**config.mk**
```make
export PLATFORM = sky130hd
export DESIGN_NAME = two_wheel_gyro_odometry_flat
export DESIGN_NICKNAME = d
export VERILOG_FILES = /design/src/rtl/tgo_pkg.sv /design/src/rtl/tgo_if.sv /design/src/rtl/tgo_seq.sv /design/src/rtl/tgo_dp.sv /design/src/rtl/two_wheel_gyro_odometry.sv /design/src/flat_wrapper.sv
export SDC_FILE = /design/constraint.sdc
export NUM_CORES = 2
export LEC_CHECK = 0
export BUFFER_PORTS_ARGS = -buffer_cell sky130_fd_sc_hd__buf_4
export CAP_MARGIN = 0
export CELL_PAD_IN_SITES_DETAIL_PLACEMENT = 0
export CELL_PAD_IN_SITES_GLOBAL_PLACEMENT = 1
export CORE_MARGIN = 1.5
export CORE_UTILIZATION = 40
export DETAILED_ROUTE_END_ITERATION = 12
export PLACE_DENSITY_LB_ADDON = 0.25
export SLEW_MARGIN = 20
export SYNTH_ARGS = -nofsm -noshare
export SYNTH_HDL_FRONTEND = slang
export SYNTH_SLANG_ARGS = --single-unit
```
**constraint.sdc**
```tcl
create_clock -name clk -period 9.6 [get_ports clk]
set_clock_uncertainty 0.05 [all_clocks]
set_input_delay 0.96 -clock clk [delete_from_list [all_inputs] [get_ports clk]]
set_output_delay 0.96 -clock clk [all_outputs]
set_load 0.005 [all_outputs]
```
**src/rtl/tgo_pkg.sv**
```systemverilog
`default_nettype none

package tgo_pkg;

  localparam int CORDIC_STEPS = 16;
  localparam int ITER_W       = $clog2(CORDIC_STEPS);
  localparam int ATAN_N       = 24;
  localparam int ATAN_IDX_W   = $clog2(ATAN_N);

  localparam int RATE_W  = 24;
  localparam int YAW_W   = 15;
  localparam int POS_W   = 48;
  localparam int UW_W    = 32;
  localparam int SCALE_W = 32;
  localparam int MOUNT_W = 2;
  localparam int CFG_W   = SCALE_W;
  localparam int CFG_IDX_W = 1;

  localparam int DIFF_W = YAW_W + 2;
  localparam int OFF_W  = UW_W + 1;

  localparam int MUL_A_W    = RATE_W + 1;
  localparam int MUL_B_W    = SCALE_W + 1;
  localparam int MUL_P_W    = MUL_A_W + MUL_B_W;
  localparam int DISP_SHIFT = 8;
  localparam int HALF_W     = POS_W / 2;
  localparam int CS_W       = 32;
  localparam int Z_W        = 35;
  localparam int YAW_TO_Z   = 18;
  localparam int FRAC_SHIFT = 30;
  localparam int PROD_W     = MUL_P_W + HALF_W - 1;
  localparam int Q_W        = PROD_W - FRAC_SHIFT;
  localparam int ACC_W      = Q_W + 1;

  localparam logic signed [DIFF_W-1:0] YAW_PI      = DIFF_W'(12868);
  localparam logic signed [DIFF_W-1:0] YAW_PI_NEG  = -DIFF_W'(12868);
  localparam logic signed [OFF_W-1:0]  YAW_TURN    = OFF_W'(25736);
  localparam logic signed [UW_W-1:0]   UW_MAX      = {1'b0, {(UW_W-1){1'b1}}};
  localparam logic signed [UW_W-1:0]   UW_MIN      = {1'b1, {(UW_W-1){1'b0}}};
  localparam logic signed [POS_W-1:0]  POS_MAX     = {1'b0, {(POS_W-1){1'b1}}};
  localparam logic signed [POS_W-1:0]  POS_MIN     = {1'b1, {(POS_W-1){1'b0}}};
  localparam logic signed [Z_W-1:0]    PI_Q30      = Z_W'(64'sd3373259426);
  localparam logic signed [Z_W-1:0]    HALF_PI_Q30 = Z_W'(64'sd1686629713);
  localparam logic signed [Z_W-1:0]    HALF_PI_NEG = -Z_W'(64'sd1686629713);
  localparam logic signed [CS_W-1:0]   GAIN_Q30    = CS_W'(64'sd652032874);

  typedef enum logic [CFG_IDX_W-1:0] {
    REG_MOUNT = 1'b0,
    REG_SCALE = 1'b1
  } reg_idx_t;

  typedef enum logic [MOUNT_W-1:0] {
    MNT_NEG_B_A     = 2'd0,
    MNT_A_B         = 2'd1,
    MNT_B_NEG_A     = 2'd2,
    MNT_NEG_A_NEG_B = 2'd3
  } mount_t;

  localparam mount_t             MNT_RESET   = MNT_B_NEG_A;
  localparam logic [SCALE_W-1:0] SCALE_RESET = SCALE_W'(124554);

  typedef enum logic [2:0] {
    MUL_NONE,
    MUL_RA,
    MUL_RB,
    MUL_LO,
    MUL_HI
  } mul_op_t;

  typedef enum logic {SEL_LX, SEL_LY} msel_t;
  typedef enum logic {SEL_COS, SEL_SIN} csel_t;
  typedef enum logic {ACC_X, ACC_Y} acc_sel_t;

  localparam int PROG_LEN = 15;
  localparam int PC_W     = $clog2(PROG_LEN);

  typedef enum logic [PC_W-1:0] {
    ST_DISP_A,
    ST_DISP_B,
    ST_CORDIC_INIT,
    ST_CORDIC,
    ST_PX0_LO,
    ST_PX0_HI,
    ST_PX1_LO,
    ST_PX1_HI,
    ST_PY0_LO,
    ST_PY0_HI,
    ST_PY1_LO,
    ST_PY1_HI,
    ST_TAIL_COMB,
    ST_TAIL_ACC,
    ST_FINISH
  } step_t;

  typedef struct packed {
    mul_op_t  mul_op;
    msel_t    m_sel;
    csel_t    c_sel;
    logic     ld_da;
    logic     ld_db;
    logic     cordic_init;
    logic     cordic_step;
    logic     acc_ld;
    logic     comb;
    logic     acc_en;
    acc_sel_t acc_sel;
    logic     acc_sub;
    logic     finish;
    logic     jmp_nlast;
    step_t    jmp_tgt;
  } ctrl_t;

  typedef struct packed {
    logic cordic_last;
    logic out_stall;
  } stat_t;

  function automatic ctrl_t ucode(step_t pc);
    ctrl_t w;
    w = '0;
    case (pc)
      ST_DISP_A: begin
        w.mul_op = MUL_RA;
      end
      ST_DISP_B: begin
        w.mul_op = MUL_RB;
        w.ld_da  = 1'b1;
      end
      ST_CORDIC_INIT: begin
        w.ld_db       = 1'b1;
        w.cordic_init = 1'b1;
        w.acc_ld      = 1'b1;
      end
      ST_CORDIC: begin
        w.cordic_step = 1'b1;
        w.jmp_nlast   = 1'b1;
        w.jmp_tgt     = ST_CORDIC;
      end
      ST_PX0_LO: begin
        w.mul_op = MUL_LO;
        w.m_sel  = SEL_LX;
        w.c_sel  = SEL_COS;
      end
      ST_PX0_HI: begin
        w.mul_op = MUL_HI;
        w.m_sel  = SEL_LX;
        w.c_sel  = SEL_COS;
      end
      ST_PX1_LO: begin
        w.comb   = 1'b1;
        w.mul_op = MUL_LO;
        w.m_sel  = SEL_LY;
        w.c_sel  = SEL_SIN;
      end
      ST_PX1_HI: begin
        w.acc_en  = 1'b1;
        w.acc_sel = ACC_X;
        w.mul_op  = MUL_HI;
        w.m_sel   = SEL_LY;
        w.c_sel   = SEL_SIN;
      end
      ST_PY0_LO: begin
        w.comb   = 1'b1;
        w.mul_op = MUL_LO;
        w.m_sel  = SEL_LX;
        w.c_sel  = SEL_SIN;
      end
      ST_PY0_HI: begin
        w.acc_en  = 1'b1;
        w.acc_sel = ACC_X;
        w.acc_sub = 1'b1;
        w.mul_op  = MUL_HI;
        w.m_sel   = SEL_LX;
        w.c_sel   = SEL_SIN;
      end
      ST_PY1_LO: begin
        w.comb   = 1'b1;
        w.mul_op = MUL_LO;
        w.m_sel  = SEL_LY;
        w.c_sel  = SEL_COS;
      end
      ST_PY1_HI: begin
        w.acc_en  = 1'b1;
        w.acc_sel = ACC_Y;
        w.mul_op  = MUL_HI;
        w.m_sel   = SEL_LY;
        w.c_sel   = SEL_COS;
      end
      ST_TAIL_COMB: begin
        w.comb = 1'b1;
      end
      ST_TAIL_ACC: begin
        w.acc_en  = 1'b1;
        w.acc_sel = ACC_Y;
      end
      ST_FINISH: begin
        w.finish = 1'b1;
      end
      default: ;
    endcase
    return w;
  endfunction

  function automatic logic signed [Z_W-1:0] atan_q30(logic [ATAN_IDX_W-1:0] i);
    logic [31:0] v;
    case (i)
      5'd0:    v = 32'h3243F6A8;
      5'd1:    v = 32'h1DAC6705;
      5'd2:    v = 32'h0FADBAFC;
      5'd3:    v = 32'h07F56EA6;
      5'd4:    v = 32'h03FEAB76;
      5'd5:    v = 32'h01FFD55B;
      5'd6:    v = 32'h00FFFAAA;
      5'd7:    v = 32'h007FFF55;
      5'd8:    v = 32'h003FFFEA;
      5'd9:    v = 32'h001FFFFD;
      5'd10:   v = 32'h000FFFFF;
      5'd11:   v = 32'h0007FFFF;
      5'd12:   v = 32'h0003FFFF;
      5'd13:   v = 32'h0001FFFF;
      5'd14:   v = 32'h0000FFFF;
      5'd15:   v = 32'h00007FFF;
      5'd16:   v = 32'h00003FFF;
      5'd17:   v = 32'h00001FFF;
      5'd18:   v = 32'h00000FFF;
      5'd19:   v = 32'h000007FF;
      5'd20:   v = 32'h000003FF;
      5'd21:   v = 32'h000001FF;
      5'd22:   v = 32'h000000FF;
      5'd23:   v = 32'h0000007F;
      default: v = '0;
    endcase
    return $signed({{(Z_W-32){1'b0}}, v});
  endfunction

endpackage

`default_nettype wire

```
**src/rtl/tgo_if.sv**
```systemverilog
`default_nettype none

interface tgo_in_if;
  logic                                valid;
  logic                                ready;
  logic signed [tgo_pkg::RATE_W-1:0]   wheel_a_rate;
  logic signed [tgo_pkg::RATE_W-1:0]   wheel_b_rate;
  logic signed [tgo_pkg::YAW_W-1:0]    yaw_angle;

  modport source (output valid, output wheel_a_rate, output wheel_b_rate,
                  output yaw_angle, input ready);
  modport sink   (input valid, input wheel_a_rate, input wheel_b_rate,
                  input yaw_angle, output ready);
endinterface

interface tgo_out_if;
  logic                              valid;
  logic                              ready;
  logic signed [tgo_pkg::POS_W-1:0]  position_x;
  logic signed [tgo_pkg::POS_W-1:0]  position_y;
  logic signed [tgo_pkg::UW_W-1:0]   yaw_unwrapped;

  modport source (output valid, output position_x, output position_y,
                  output yaw_unwrapped, input ready);
  modport sink   (input valid, input position_x, input position_y,
                  input yaw_unwrapped, output ready);
endinterface

`default_nettype wire

```
**src/rtl/tgo_seq.sv**
```systemverilog
`default_nettype none

module tgo_seq (
  input  logic            clk,
  input  logic            rst_n,
  input  logic            start,
  input  tgo_pkg::stat_t  stat,
  output tgo_pkg::ctrl_t  ctrl,
  output logic            busy
);

  tgo_pkg::step_t pc_r, pc_nxt;
  logic           busy_r, busy_nxt;
  tgo_pkg::ctrl_t rom;
  logic           stall;

  always_comb begin
    rom      = tgo_pkg::ucode(pc_r);
    stall    = rom.finish && stat.out_stall;
    ctrl     = '0;
    pc_nxt   = pc_r;
    busy_nxt = busy_r;
    if (start) begin
      pc_nxt   = tgo_pkg::ST_DISP_A;
      busy_nxt = 1'b1;
    end else if (busy_r && !stall) begin
      ctrl = rom;
      if (rom.finish) begin
        busy_nxt = 1'b0;
        pc_nxt   = tgo_pkg::ST_DISP_A;
      end else if (rom.jmp_nlast && !stat.cordic_last) begin
        pc_nxt = rom.jmp_tgt;
      end else begin
        pc_nxt = tgo_pkg::step_t'(pc_r + 1'b1);
      end
    end
  end

  always_ff @(posedge clk) begin
    if (!rst_n) begin
      pc_r   <= tgo_pkg::ST_DISP_A;
      busy_r <= 1'b0;
    end else begin
      pc_r   <= pc_nxt;
      busy_r <= busy_nxt;
    end
  end

  assign busy = busy_r;

endmodule

`default_nettype wire

```
**src/rtl/tgo_dp.sv**
```systemverilog
`default_nettype none

module tgo_dp (
  input  logic                                clk,
  input  logic                                rst_n,
  input  logic                                start,
  input  logic signed [tgo_pkg::RATE_W-1:0]   wheel_a_rate,
  input  logic signed [tgo_pkg::RATE_W-1:0]   wheel_b_rate,
  input  logic signed [tgo_pkg::YAW_W-1:0]    yaw_angle,
  input  logic                                cfg_wr_en,
  input  logic [tgo_pkg::CFG_IDX_W-1:0]       cfg_index,
  input  logic [tgo_pkg::CFG_W-1:0]           cfg_wdata,
  input  tgo_pkg::ctrl_t                      ctrl,
  input  logic                                out_ready,
  output tgo_pkg::stat_t                      stat,
  output logic                                out_valid,
  output logic signed [tgo_pkg::POS_W-1:0]    position_x,
  output logic signed [tgo_pkg::POS_W-1:0]    position_y,
  output logic signed [tgo_pkg::UW_W-1:0]     yaw_unwrapped
);

  // config
  tgo_pkg::mount_t                     mount_r;
  logic [tgo_pkg::SCALE_W-1:0]         scale_r;

  // heading history
  logic signed [tgo_pkg::YAW_W-1:0]    prev_yaw_r;
  logic signed [tgo_pkg::UW_W-1:0]     turn_off_r, turn_off_nxt;
  logic signed [tgo_pkg::UW_W-1:0]     yaw_uw_r, yaw_uw_nxt;
  logic signed [tgo_pkg::UW_W-1:0]     yaw_out_r;
  logic signed [tgo_pkg::DIFF_W-1:0]   diff;
  logic signed [tgo_pkg::OFF_W-1:0]    off_wide, uw_wide;

  // latched item
  logic signed [tgo_pkg::RATE_W-1:0]   ra_r, rb_r;
  logic signed [tgo_pkg::YAW_W-1:0]    yaw_r;

  // displacements
  logic signed [tgo_pkg::POS_W-1:0]    da_r, db_r, lx, ly, m_op;

  // CORDIC
  logic signed [tgo_pkg::CS_W-1:0]     x_r, y_r, dx, dy, sin_v, cos_v, c_op;
  logic signed [tgo_pkg::Z_W-1:0]      z_r, z0, z_init, atan_v;
  logic                                neg_r, neg_init;
  logic [tgo_pkg::ITER_W-1:0]          iter_r;

  // shared multiplier and product assembly
  logic signed [tgo_pkg::MUL_A_W-1:0]  mul_a;
  logic signed [tgo_pkg::MUL_B_W-1:0]  mul_b;
  logic signed [tgo_pkg::MUL_P_W-1:0]  mul_p, mul_r, lo_r;
  logic signed [tgo_pkg::PROD_W-1:0]   prod;
  logic signed [tgo_pkg::Q_W-1:0]      q_r;

  // position
  logic signed [tgo_pkg::ACC_W-1:0]    acc_x_r, acc_y_r;
  logic signed [tgo_pkg::POS_W-1:0]    world_x_r, world_y_r, world_x_nxt, world_y_nxt;
  logic                                out_valid_r;

  // heading unwrap
  always_comb begin
    diff     = tgo_pkg::DIFF_W'(yaw_angle) - tgo_pkg::DIFF_W'(prev_yaw_r);
    off_wide = tgo_pkg::OFF_W'(turn_off_r);
    if (diff < tgo_pkg::YAW_PI_NEG) begin
      off_wide = off_wide + tgo_pkg::YAW_TURN;
    end else if (diff > tgo_pkg::YAW_PI) begin
      off_wide = off_wide - tgo_pkg::YAW_TURN;
    end
    if (off_wide[tgo_pkg::OFF_W-1] != off_wide[tgo_pkg::OFF_W-2]) begin
      turn_off_nxt = off_wide[tgo_pkg::OFF_W-1] ? tgo_pkg::UW_MIN : tgo_pkg::UW_MAX;
    end else begin
      turn_off_nxt = off_wide[tgo_pkg::UW_W-1:0];
    end
    uw_wide = tgo_pkg::OFF_W'(yaw_angle) + tgo_pkg::OFF_W'(turn_off_nxt);
    if (uw_wide[tgo_pkg::OFF_W-1] != uw_wide[tgo_pkg::OFF_W-2]) begin
      yaw_uw_nxt = uw_wide[tgo_pkg::OFF_W-1] ? tgo_pkg::UW_MIN : tgo_pkg::UW_MAX;
    end else begin
      yaw_uw_nxt = uw_wide[tgo_pkg::UW_W-1:0];
    end
  end

  // mount mapping
  always_comb begin
    case (mount_r)
      tgo_pkg::MNT_NEG_B_A: begin
        lx = -db_r;
        ly = da_r;
      end
      tgo_pkg::MNT_A_B: begin
        lx = da_r;
        ly = db_r;
      end
      tgo_pkg::MNT_B_NEG_A: begin
        lx = db_r;
        ly = -da_r;
      end
      default: begin
        lx = -da_r;
        ly = -db_r;
      end
    endcase
  end

  // CORDIC step and fold
  always_comb begin
    z0 = tgo_pkg::Z_W'(yaw_r) <<< tgo_pkg::YAW_TO_Z;
    if (z0 > tgo_pkg::HALF_PI_Q30) begin
      z_init   = z0 - tgo_pkg::PI_Q30;
      neg_init = 1'b1;
    end else if (z0 < tgo_pkg::HALF_PI_NEG) begin
      z_init   = z0 + tgo_pkg::PI_Q30;
      neg_init = 1'b1;
    end else begin
      z_init   = z0;
      neg_init = 1'b0;
    end
    dx     = y_r >>> iter_r;
    dy     = x_r >>> iter_r;
    atan_v = tgo_pkg::atan_q30(tgo_pkg::ATAN_IDX_W'(iter_r));
    sin_v  = neg_r ? -y_r : y_r;
    cos_v  = neg_r ? -x_r : x_r;
  end

  // multiplier operands
  always_comb begin
    m_op = (ctrl.m_sel == tgo_pkg::SEL_LY) ? ly : lx;
    c_op = (ctrl.c_sel == tgo_pkg::SEL_SIN) ? sin_v : cos_v;
    case (ctrl.mul_op)
      tgo_pkg::MUL_RA: begin
        mul_a = tgo_pkg::MUL_A_W'(ra_r);
        mul_b = $signed({1'b0, scale_r});
      end
      tgo_pkg::MUL_RB: begin
        mul_a = tgo_pkg::MUL_A_W'(rb_r);
        mul_b = $signed({1'b0, scale_r});
      end
      tgo_pkg::MUL_LO: begin
        mul_a = $signed({1'b0, m_op[tgo_pkg::HALF_W-1:0]});
        mul_b = tgo_pkg::MUL_B_W'(c_op);
      end
      tgo_pkg::MUL_HI: begin
        mul_a = tgo_pkg::MUL_A_W'($signed(m_op[tgo_pkg::POS_W-1:tgo_pkg::HALF_W]));
        mul_b = tgo_pkg::MUL_B_W'(c_op);
      end
      default: begin
        mul_a = '0;
        mul_b = '0;
      end
    endcase
    mul_p = mul_a * mul_b;
    prod  = (tgo_pkg::PROD_W'(mul_r) <<< tgo_pkg::HALF_W) + tgo_pkg::PROD_W'(lo_r);
  end

  // saturate positions
  always_comb begin
    if (acc_x_r > tgo_pkg::ACC_W'(tgo_pkg::POS_MAX)) begin
      world_x_nxt = tgo_pkg::POS_MAX;
    end else if (acc_x_r < tgo_pkg::ACC_W'(tgo_pkg::POS_MIN)) begin
      world_x_nxt = tgo_pkg::POS_MIN;
    end else begin
      world_x_nxt = acc_x_r[tgo_pkg::POS_W-1:0];
    end
    if (acc_y_r > tgo_pkg::ACC_W'(tgo_pkg::POS_MAX)) begin
      world_y_nxt = tgo_pkg::POS_MAX;
    end else if (acc_y_r < tgo_pkg::ACC_W'(tgo_pkg::POS_MIN)) begin
      world_y_nxt = tgo_pkg::POS_MIN;
    end else begin
      world_y_nxt = acc_y_r[tgo_pkg::POS_W-1:0];
    end
  end

  always_ff @(posedge clk) begin
    if (!rst_n) begin
      mount_r     <= tgo_pkg::MNT_RESET;
      scale_r     <= tgo_pkg::SCALE_RESET;
      prev_yaw_r  <= '0;
      turn_off_r  <= '0;
      world_x_r   <= '0;
      world_y_r   <= '0;
      out_valid_r <= 1'b0;
    end else begin
      if (cfg_wr_en) begin
        case (cfg_index)
          tgo_pkg::REG_MOUNT: mount_r <= tgo_pkg::mount_t'(cfg_wdata[tgo_pkg::MOUNT_W-1:0]);
          tgo_pkg::REG_SCALE: scale_r <= cfg_wdata[tgo_pkg::SCALE_W-1:0];
          default: ;
        endcase
      end
      if (start) begin
        prev_yaw_r <= yaw_angle;
        turn_off_r <= turn_off_nxt;
      end
      if (ctrl.finish) begin
        world_x_r   <= world_x_nxt;
        world_y_r   <= world_y_nxt;
        out_valid_r <= 1'b1;
      end else if (out_ready) begin
        out_valid_r <= 1'b0;
      end
    end
  end

  always_ff @(posedge clk) begin
    if (start) begin
      ra_r     <= wheel_a_rate;
      rb_r     <= wheel_b_rate;
      yaw_r    <= yaw_angle;
      yaw_uw_r <= yaw_uw_nxt;
    end
    if (ctrl.mul_op != tgo_pkg::MUL_NONE) begin
      mul_r <= mul_p;
    end
    if (ctrl.mul_op == tgo_pkg::MUL_HI) begin
      lo_r <= mul_r;
    end
    if (ctrl.ld_da) begin
      da_r <= mul_r[tgo_pkg::DISP_SHIFT +: tgo_pkg::POS_W];
    end
    if (ctrl.ld_db) begin
      db_r <= mul_r[tgo_pkg::DISP_SHIFT +: tgo_pkg::POS_W];
    end
    if (ctrl.cordic_init) begin
      x_r    <= tgo_pkg::GAIN_Q30;
      y_r    <= '0;
      z_r    <= z_init;
      neg_r  <= neg_init;
      iter_r <= '0;
    end else if (ctrl.cordic_step) begin
      if (!z_r[tgo_pkg::Z_W-1]) begin
        x_r <= x_r - dx;
        y_r <= y_r + dy;
        z_r <= z_r - atan_v;
      end else begin
        x_r <= x_r + dx;
        y_r <= y_r - dy;
        z_r <= z_r + atan_v;
      end
      iter_r <= iter_r + 1'b1;
    end
    if (ctrl.comb) begin
      q_r <= prod[tgo_pkg::FRAC_SHIFT +: tgo_pkg::Q_W];
    end
    if (ctrl.acc_ld) begin
      acc_x_r <= tgo_pkg::ACC_W'(world_x_r);
      acc_y_r <= tgo_pkg::ACC_W'(world_y_r);
    end else if (ctrl.acc_en) begin
      if (ctrl.acc_sel == tgo_pkg::ACC_Y) begin
        acc_y_r <= ctrl.acc_sub ? acc_y_r - tgo_pkg::ACC_W'(q_r)
                                : acc_y_r + tgo_pkg::ACC_W'(q_r);
      end else begin
        acc_x_r <= ctrl.acc_sub ? acc_x_r - tgo_pkg::ACC_W'(q_r)
                                : acc_x_r + tgo_pkg::ACC_W'(q_r);
      end
    end
    if (ctrl.finish) begin
      yaw_out_r <= yaw_uw_r;
    end
  end

  assign stat.cordic_last = (iter_r == tgo_pkg::ITER_W'(tgo_pkg::CORDIC_STEPS - 1));
  assign stat.out_stall   = out_valid_r && !out_ready;
  assign out_valid        = out_valid_r;
  assign position_x       = world_x_r;
  assign position_y       = world_y_r;
  assign yaw_unwrapped    = yaw_out_r;

endmodule

`default_nettype wire

```
**src/rtl/two_wheel_gyro_odometry.sv**
```systemverilog
// Steps per input beat: wheel displacements, CORDIC, rotation products, accumulate, finish.
// The next beat is taken only after finish; all steps share one 25x33 multiplier
// (two partial products per rotation term) and the one CORDIC stage.
// A waiting result holds only the final step; the next beat is taken once it is written.
// Reset (sync, rst_n low): position, turn offset and last heading cleared, mount = 2,
// scale = 124554, no result pending.
`default_nettype none

module two_wheel_gyro_odometry (
  input  logic                           clk,
  input  logic                           rst_n,
  tgo_in_if.sink                         in_chan,
  tgo_out_if.source                      out_chan,
  input  logic                           cfg_wr_en,
  input  logic [tgo_pkg::CFG_IDX_W-1:0]  cfg_index,
  input  logic [tgo_pkg::CFG_W-1:0]      cfg_wdata
);

  tgo_pkg::ctrl_t ctrl;
  tgo_pkg::stat_t stat;
  logic           busy;
  logic           start;

  assign in_chan.ready = !busy;
  assign start         = in_chan.valid && !busy;

  tgo_seq u_seq (
    .clk   (clk),
    .rst_n (rst_n),
    .start (start),
    .stat  (stat),
    .ctrl  (ctrl),
    .busy  (busy)
  );

  tgo_dp u_dp (
    .clk           (clk),
    .rst_n         (rst_n),
    .start         (start),
    .wheel_a_rate  (in_chan.wheel_a_rate),
    .wheel_b_rate  (in_chan.wheel_b_rate),
    .yaw_angle     (in_chan.yaw_angle),
    .cfg_wr_en     (cfg_wr_en),
    .cfg_index     (cfg_index),
    .cfg_wdata     (cfg_wdata),
    .ctrl          (ctrl),
    .out_ready     (out_chan.ready),
    .stat          (stat),
    .out_valid     (out_chan.valid),
    .position_x    (out_chan.position_x),
    .position_y    (out_chan.position_y),
    .yaw_unwrapped (out_chan.yaw_unwrapped)
  );

  a_start_busy: assert property (@(posedge clk) disable iff (!rst_n)
    start |=> !in_chan.ready)
    else $error("input taken while a beat is in flight");

  a_finish_free: assert property (@(posedge clk) disable iff (!rst_n)
    ctrl.finish |-> !(out_chan.valid && !out_chan.ready))
    else $error("result written over an untaken beat");

  a_out_done: assert property (@(posedge clk) disable iff (!rst_n)
    $rose(out_chan.valid) |-> $rose(in_chan.ready))
    else $error("result valid without sequence end");

endmodule

`default_nettype wire
```
**src/flat_wrapper.sv**
```systemverilog
// flat-port wrapper written by rule: the top's interface ports become plain ports
module two_wheel_gyro_odometry_flat 
  (clk, rst_n, cfg_wr_en, cfg_index, cfg_wdata, in_chan_valid, in_chan_wheel_a_rate, in_chan_wheel_b_rate, in_chan_yaw_angle, in_chan_ready, out_chan_valid, out_chan_position_x, out_chan_position_y, out_chan_yaw_unwrapped, out_chan_ready);
  tgo_in_if in_chan_i ();
  tgo_out_if out_chan_i ();
  input  logic clk;
  input  logic rst_n;
  input  logic cfg_wr_en;
  input  logic [tgo_pkg::CFG_IDX_W-1:0] cfg_index;
  input  logic [tgo_pkg::CFG_W-1:0] cfg_wdata;
  input wire logic [$bits(in_chan_i.valid)-1:0] in_chan_valid;
  input wire logic [$bits(in_chan_i.wheel_a_rate)-1:0] in_chan_wheel_a_rate;
  input wire logic [$bits(in_chan_i.wheel_b_rate)-1:0] in_chan_wheel_b_rate;
  input wire logic [$bits(in_chan_i.yaw_angle)-1:0] in_chan_yaw_angle;
  output wire logic [$bits(in_chan_i.ready)-1:0] in_chan_ready;
  output wire logic [$bits(out_chan_i.valid)-1:0] out_chan_valid;
  output wire logic [$bits(out_chan_i.position_x)-1:0] out_chan_position_x;
  output wire logic [$bits(out_chan_i.position_y)-1:0] out_chan_position_y;
  output wire logic [$bits(out_chan_i.yaw_unwrapped)-1:0] out_chan_yaw_unwrapped;
  input wire logic [$bits(out_chan_i.ready)-1:0] out_chan_ready;
  assign in_chan_i.valid = in_chan_valid;
  assign in_chan_i.wheel_a_rate = in_chan_wheel_a_rate;
  assign in_chan_i.wheel_b_rate = in_chan_wheel_b_rate;
  assign in_chan_i.yaw_angle = in_chan_yaw_angle;
  assign in_chan_ready = in_chan_i.ready;
  assign out_chan_valid = out_chan_i.valid;
  assign out_chan_position_x = out_chan_i.position_x;
  assign out_chan_position_y = out_chan_i.position_y;
  assign out_chan_yaw_unwrapped = out_chan_i.yaw_unwrapped;
  assign out_chan_i.ready = out_chan_ready;
  two_wheel_gyro_odometry u_core (.clk(clk), .rst_n(rst_n), .in_chan(in_chan_i), .out_chan(out_chan_i), .cfg_wr_en(cfg_wr_en), .cfg_index(cfg_index), .cfg_wdata(cfg_wdata));
endmodule
```
# Word-level counts from Yosys, hierarchy flattened
# Memories as Yosys holds them, arrays and structs flattened. A register that Yosys moved wholly into a read port is not among the register bits.
# Index checks and enable logic that the tools add are counted.
# classes
addsub	23
n_mul	1
n_div	0
order_cmp	8
n_eq_ne	24
n_shift	2
muxes	56
bitwise	2
n_reduce_logical	34
# op_table
op	n
$mux W52	8
$mux W32	9
$pmux W48 S3	2
$mux W48	5
$mux W35	5
$add A52 B51 Y52	2
$gt A52 B48 Y1 const B	2
$lt A52 B48 Y1 const B	2
$sub A52 B51 Y52	2
$pmux W25 S4	1
$neg A48 Y48	2
$add A81 B58 Y81	1
$mux W33	2
$pmux W33 S2	1
$add A32 B32 Y32	2
$neg A32 Y32	2
$sshr A32 B4 Y32	2
$sub A32 B32 Y32	2
$mul A25 B33 Y58	1
$mux W20	2
$add A35 B33 Y35	1
$sub A35 B33 Y35	1
$add A33 B33 Y34 const B	1
$sub A33 B33 Y34 const B	1
other kinds (37)	91
# word_totals
reg_bits	781
latchBits	0
ram_bits	0
romBits	480
inputBits	101
output_inout_bits	130
elab_cells	177
n_memories	1
# mem_list
memory	depth	width	rd	rd_clocked_by_memory_dff	write_ports	line	rtl
(name not given)	16	30	1	1	0	tgo_pkg.sv:206	case (i)

# Longest topological paths before layout
# logic_depth
word_depth	11
ltp_mapped	42
depth_no_buf	38

# Cells and area by module
# From an unflattened synthesis, not the netlist that was laid out.
# hier_totals
cells_unflattened	9299
hier_area_um2	84056.9
# modules_own_cells
mod	instances	cells_per_inst	area_each_um2	seq_area_each_um2
tgo_dp	1	9210	83398.7	20699.9
tgo_seq	1	87	648.1	100.1
two_wheel_gyro_odometry	1	2	10.0	0.0

# Worst setup path after synthesis
# Ideal clock, no wire load.
# synth_timing
path_type	register to register
start	register u_core.u_dp.da_r[1] (netlist name)
end	register u_core.u_dp.mul_r[54] (netlist name) (data pin)
setup_time_ps	264
t_arrival_ps	9826
required_ps	9286
path_slack_ps	-540
path_stages_with_launch	38
path_buffers	3
period_less_slack_ps	10140
path_cell_list	edfxtp_1 > inv_1 > ha_1 > or4b_4 > or4_4 > or4_1 > nor4_2 > nand2_1 > xor2_1 > mux4_2 > a2bb2oi_1 > and3_1 > buf_4 > buf_4 > nor2_1 > fa_1 > inv_1 > fa_1 > (+2 left out) > fa_1 > fa_1 > fa_1 > inv_1 > fa_1 > inv_1 > ha_1 > clkbuf_1 > nand4_1 > a2111oi_0 > nor3b_1 > o21ai_0 > a211oi_1 > nor2_1 > o21ai_0 > o211ai_1 > a31oi_1 > xor2_1
# synth_between
elab_chain_len	5
word_cells_on_any_way	6
cone_classes	add/sub: 1; mul: 1; mux: 4
# synth_lines
item	line	rtl
start, declared	tgo_dp.sv:39	logic signed [tgo_pkg::POS_W-1:0] da_r, db_r, lx, ly, m_op;
start signal, assigned	tgo_dp.sv:216	da_r <= mul_r[tgo_pkg::DISP_SHIFT +: tgo_pkg::POS_W];
$neg A48 Y48	tgo_dp.sv:94, tgo_dp.sv:97	
$pmux W48 S3	tgo_dp.sv:83	case (mount_r)
$mux W48 *	tgo_dp.sv:125	m_op = (ctrl.m_sel == tgo_pkg::SEL_LY) ? ly : lx;
$pmux W25 S4 *	tgo_dp.sv:127	case (ctrl.mul_op)
$mul A25 B33 Y58 *	tgo_dp.sv:149	mul_p = mul_a * mul_b;
net u_core.u_dp.mul_p (one bit)	tgo_dp.sv:50	logic signed [tgo_pkg::MUL_P_W-1:0] mul_p, mul_r, lo_r;
end signal, assigned	tgo_dp.sv:210	mul_r <= mul_p;
end, declared	tgo_dp.sv:50	
# Mark *: on every way through the listed nets, which the timed path passes. The rest lies on a longest branch.
# A chain may end at the register's enable or synchronous reset.

# Worst setup path after layout
# layout_timing
start	register u_core.u_dp.da_r[0] (netlist name)
end	register u_core.u_dp.mul_r[55] (netlist name) (data pin)
# The elaborated chain is that of the path after synthesis.

==> results.md <==
* GR Overflow Total at 0
* PnR worst setup slack at -0.669 ns
* Number of max-cap violations at 0
* Synth warn at 0
* Hold/Removal Path Class: in -> reg
* Die Ht at 467 um
* CTS buffer count at 100
* Port-buffer cells at 230
* WL per Instance at 22.4 um
* Final GP Congestion at 0.952
* FILL cells at 20500
* Clk Latency, worst-skew pair at 0.81 ns
* Most frequent cell on the critical path: inv_1
* Static leakage at 45.2 nW
* Worst-Margin Slew at 1.16 ns
* Synth cell count leaders: nand2_1, inv_1, nor2_1
* Clock-pin slew on the worst setup and hold paths at 0.06 ns
* Final slew viol count at 0
* Largest stage delay, worst path at 0.58 ns
* CORE AREA at 214000 um2
* Bufs and invs on worst path at 12
* Worst relative slew slack at 22.0%
* Layout Cells excl Fill at 13400
* Ys flop type: edfxtp_1
* Kind of critical path: reg -> reg
* Synth Register Bits at 786
* Synth Area in Compound Gates at 15.2%
* Area occupied by registers at 20800 um2
* Die extent in x at 467 um
* First-pass GRT wire length at 452000 um
* Max VDD drop at 0.153 mV
* Ports at 231
* Synth top area share at 19.8%
* Placement Setup Slack at -1.12 ns
* Main combinational cell family by area after synthesis: adder cells
* Worst-case clock buffer depth at 3
* Synth cell types at 109
* Layout cells sized above 1 at 18.4%
* Area of the multi-input gates at 60600 um2
* Routed vias at 74100
* Sequential share of the synthesized area at 24.2%
* Syn nets at 11100
* Reg2reg path depth at 39
* Synthesized-area fraction occupied by adder cells at 26.9%
* Post-DR vias/cell at 5.52
* Worst Hold Path Cells at 1
* Nets at 11900
* Clock root cell: clkbuf_16
* Post-DP HPWL at 240000 um
* Total negative slack at -10.60 ns
* Status: finished with violations
* CTS tree: yes
* ANT nets after route at 0
* Count leader, synth: nand2_1
* Multiplexer share of the synthesized area at 4.64%
* CP Capture Type: flop
* Slowest CP cell: fa_2
* Pwr per Cell Area at 134 nW/um2
* TritonCTS Sinks at 786
* Cell family with most CP delay: adder cells
* Post-synthesis xor/xnor area fraction at 5.76%
* Mapped cell area at 86000 um2
* DRT iter0 DRCs at 5397
* Failing checks: negative setup slack
* Unrepaired setup endpoints after global routing: yes
* Starting density of the core at 40.2%
* Max FO, Critical Path at 7
* Area grow syn2layout at 19.8%
* Final Hold Fails at 0
* Fmax at 97.4 MHz
* Design Area, Final at 103000 um2
* Post-synth top area cell: fa_1
* Syn_area_per_cell at 8.89 um2
* Number of global-route vias before repair at 74300
* FF-to-FF setup slack at -0.67 ns
* Critical path arrival at 10.75 ns
* Final period util at 107%
* Required time of the critical path at 10.08 ns
* Final setup viols at 31
* Post-synth EDFFs at 506
* DRT Pass-1 Iters at 6
* Initial antenna violation count at 6
* Ys async rst share at 0%
* Post-DP Area at 97500 um2
* Synth Area in Simple Gates at 16.1%
* Cell count after synthesis at 9680
* Row cnt at 170
* Fin crit period at 10.27 ns
* Largest net degree at the start of global routing at 84
* Setup crit start kind: flop
* Die footprint at 218000 um2
* Synth area leaders: fa_1, edfxtp_1, ha_1, dfxtp_1, nand2_1
* Routed WL at 300000 um
* Inst Count DP at 13200
* Number of cells on the critical path at 39
* CTS H-Tree Depth at 3
* Global-route usage over all layers at 27.0%
* DRC viols at 0
## registers in the layout, indices dropped and copies added, names as in the netlist, 2 cells and up
name,cells
u_core.u_dp.q_r,51
u_core.u_dp.atan_v,29
u_core.u_dp.prev_yaw_r,15
u_core.u_dp.ra_r,24
u_core.u_dp.position_x,48
u_core.u_dp.mul_r,58
u_core.u_dp.db_r,48
u_core.u_dp.mount_r,2
u_core.u_dp.iter_r,4
u_core.u_dp.yaw_r,15
u_core.u_dp.x_r,32
u_core.u_dp.turn_off_r,32
u_core.u_dp.position_y,48
u_core.u_seq.pc_r,4
u_core.u_dp.da_r,48
u_core.u_dp.scale_r,32
u_core.u_dp.acc_y_r,52
u_core.u_dp.y_r,32
u_core.u_dp.yaw_uw_r,32
u_core.u_dp.acc_x_r,52
u_core.u_dp.lo_r,34
u_core.u_dp.yaw_unwrapped,32
u_core.u_dp.rb_r,24
u_core.u_dp.z_r,35
## worst paths after layout
path                       startpoint                             to
max               u_core.u_dp.da_r[0]          u_core.u_dp.mul_r[55]
min          in_chan_wheel_a_rate[14]           u_core.u_dp.ra_r[14]
max reg2reg       u_core.u_dp.da_r[0]          u_core.u_dp.mul_r[55]
min reg2reg  u_core.u_dp.yaw_uw_r[29]  u_core.u_dp.yaw_unwrapped[29]
## metrics by stage
step                      power, mW  hold WS, ns  utilization [%]
after global routing           14.6        0.248             48.1
after floorplan                7.82        0.350                -
after global placement         9.54        0.356             45.5
after detailed placement       9.60        0.358             45.5
final                          13.9        0.284             48.1
after CTS                      13.8        0.227             47.5
## final cells by class
| cell class | count | area share [%] |
|---|---|---|
| Clock inverter | 58 | 0.704 |
| Multi-Input combinational cell | 7290 | 58.8 |
| Timing Repair Buffer | 1213 | 10.1 |
| Inverter | 1097 | 4.02 |
| Clock buffer | 131 | 2.71 |
| Tap cell | 2838 | 3.45 |
| Sequential cell | 786 | 20.2 |
| Antenna cell | 6 | 0.0146 |
## power by group
group	internal (mW)	leakage, nW	switching [mW]
sequential	3.96	6.93	0.292
clock	2.35	1.71	1.69
combinational	2.36	36.6	3.20
total	8.67	45.2	5.19
## placed cells by master, fill, tap and decap left out, types with 76 or more instances in the layout
cell	instances
xnor2_1	292
dfxtp_1	274
nand2_1	1277
nor3_1	157
mux2i_1	76
mux4_2	124
nand3_1	135
ha_1	457
edfxtp_1	506
inv_1	1037
fa_1	799
clkbuf_16	110
buf_12	82
buf_4	1093
a21oi_1	568
o21ai_0	495
nor2_1	841
xor2_1	265
a21o_1	135
nand2b_1	110
a31oi_1	76
## what timing repair did
action                                  CTS  global route
gates cloned                              3             5
setup buffers                            19            43
endpoints found under the setup margin   36            39
pin swaps                               102           174
resized for setup                       138           195
hold buffers                              0             0
## metal layers
metal	track usage (%)	up-vias	wire length, um
met1	35.1	36900	128000
li1	-	34600	-
met5	0	-	0
met4	8.27	0	10500
met2	46.7	2071	146000
met3	3.03	446	15300
## cells by family (layout without fill, tap and decap cells)
kind of cell,Yosys count,in the layout
xor gates and xnor gates,565,565
other,0,6
adders and majority gates,1341,1341
and+or+nand+nor,3088,3088
buffers and inverters,1604,2499
DFF,786,786
muxes,239,239
AOI/OAI and AO/OA,2057,2057
Power figures use the tool's default switching activity.
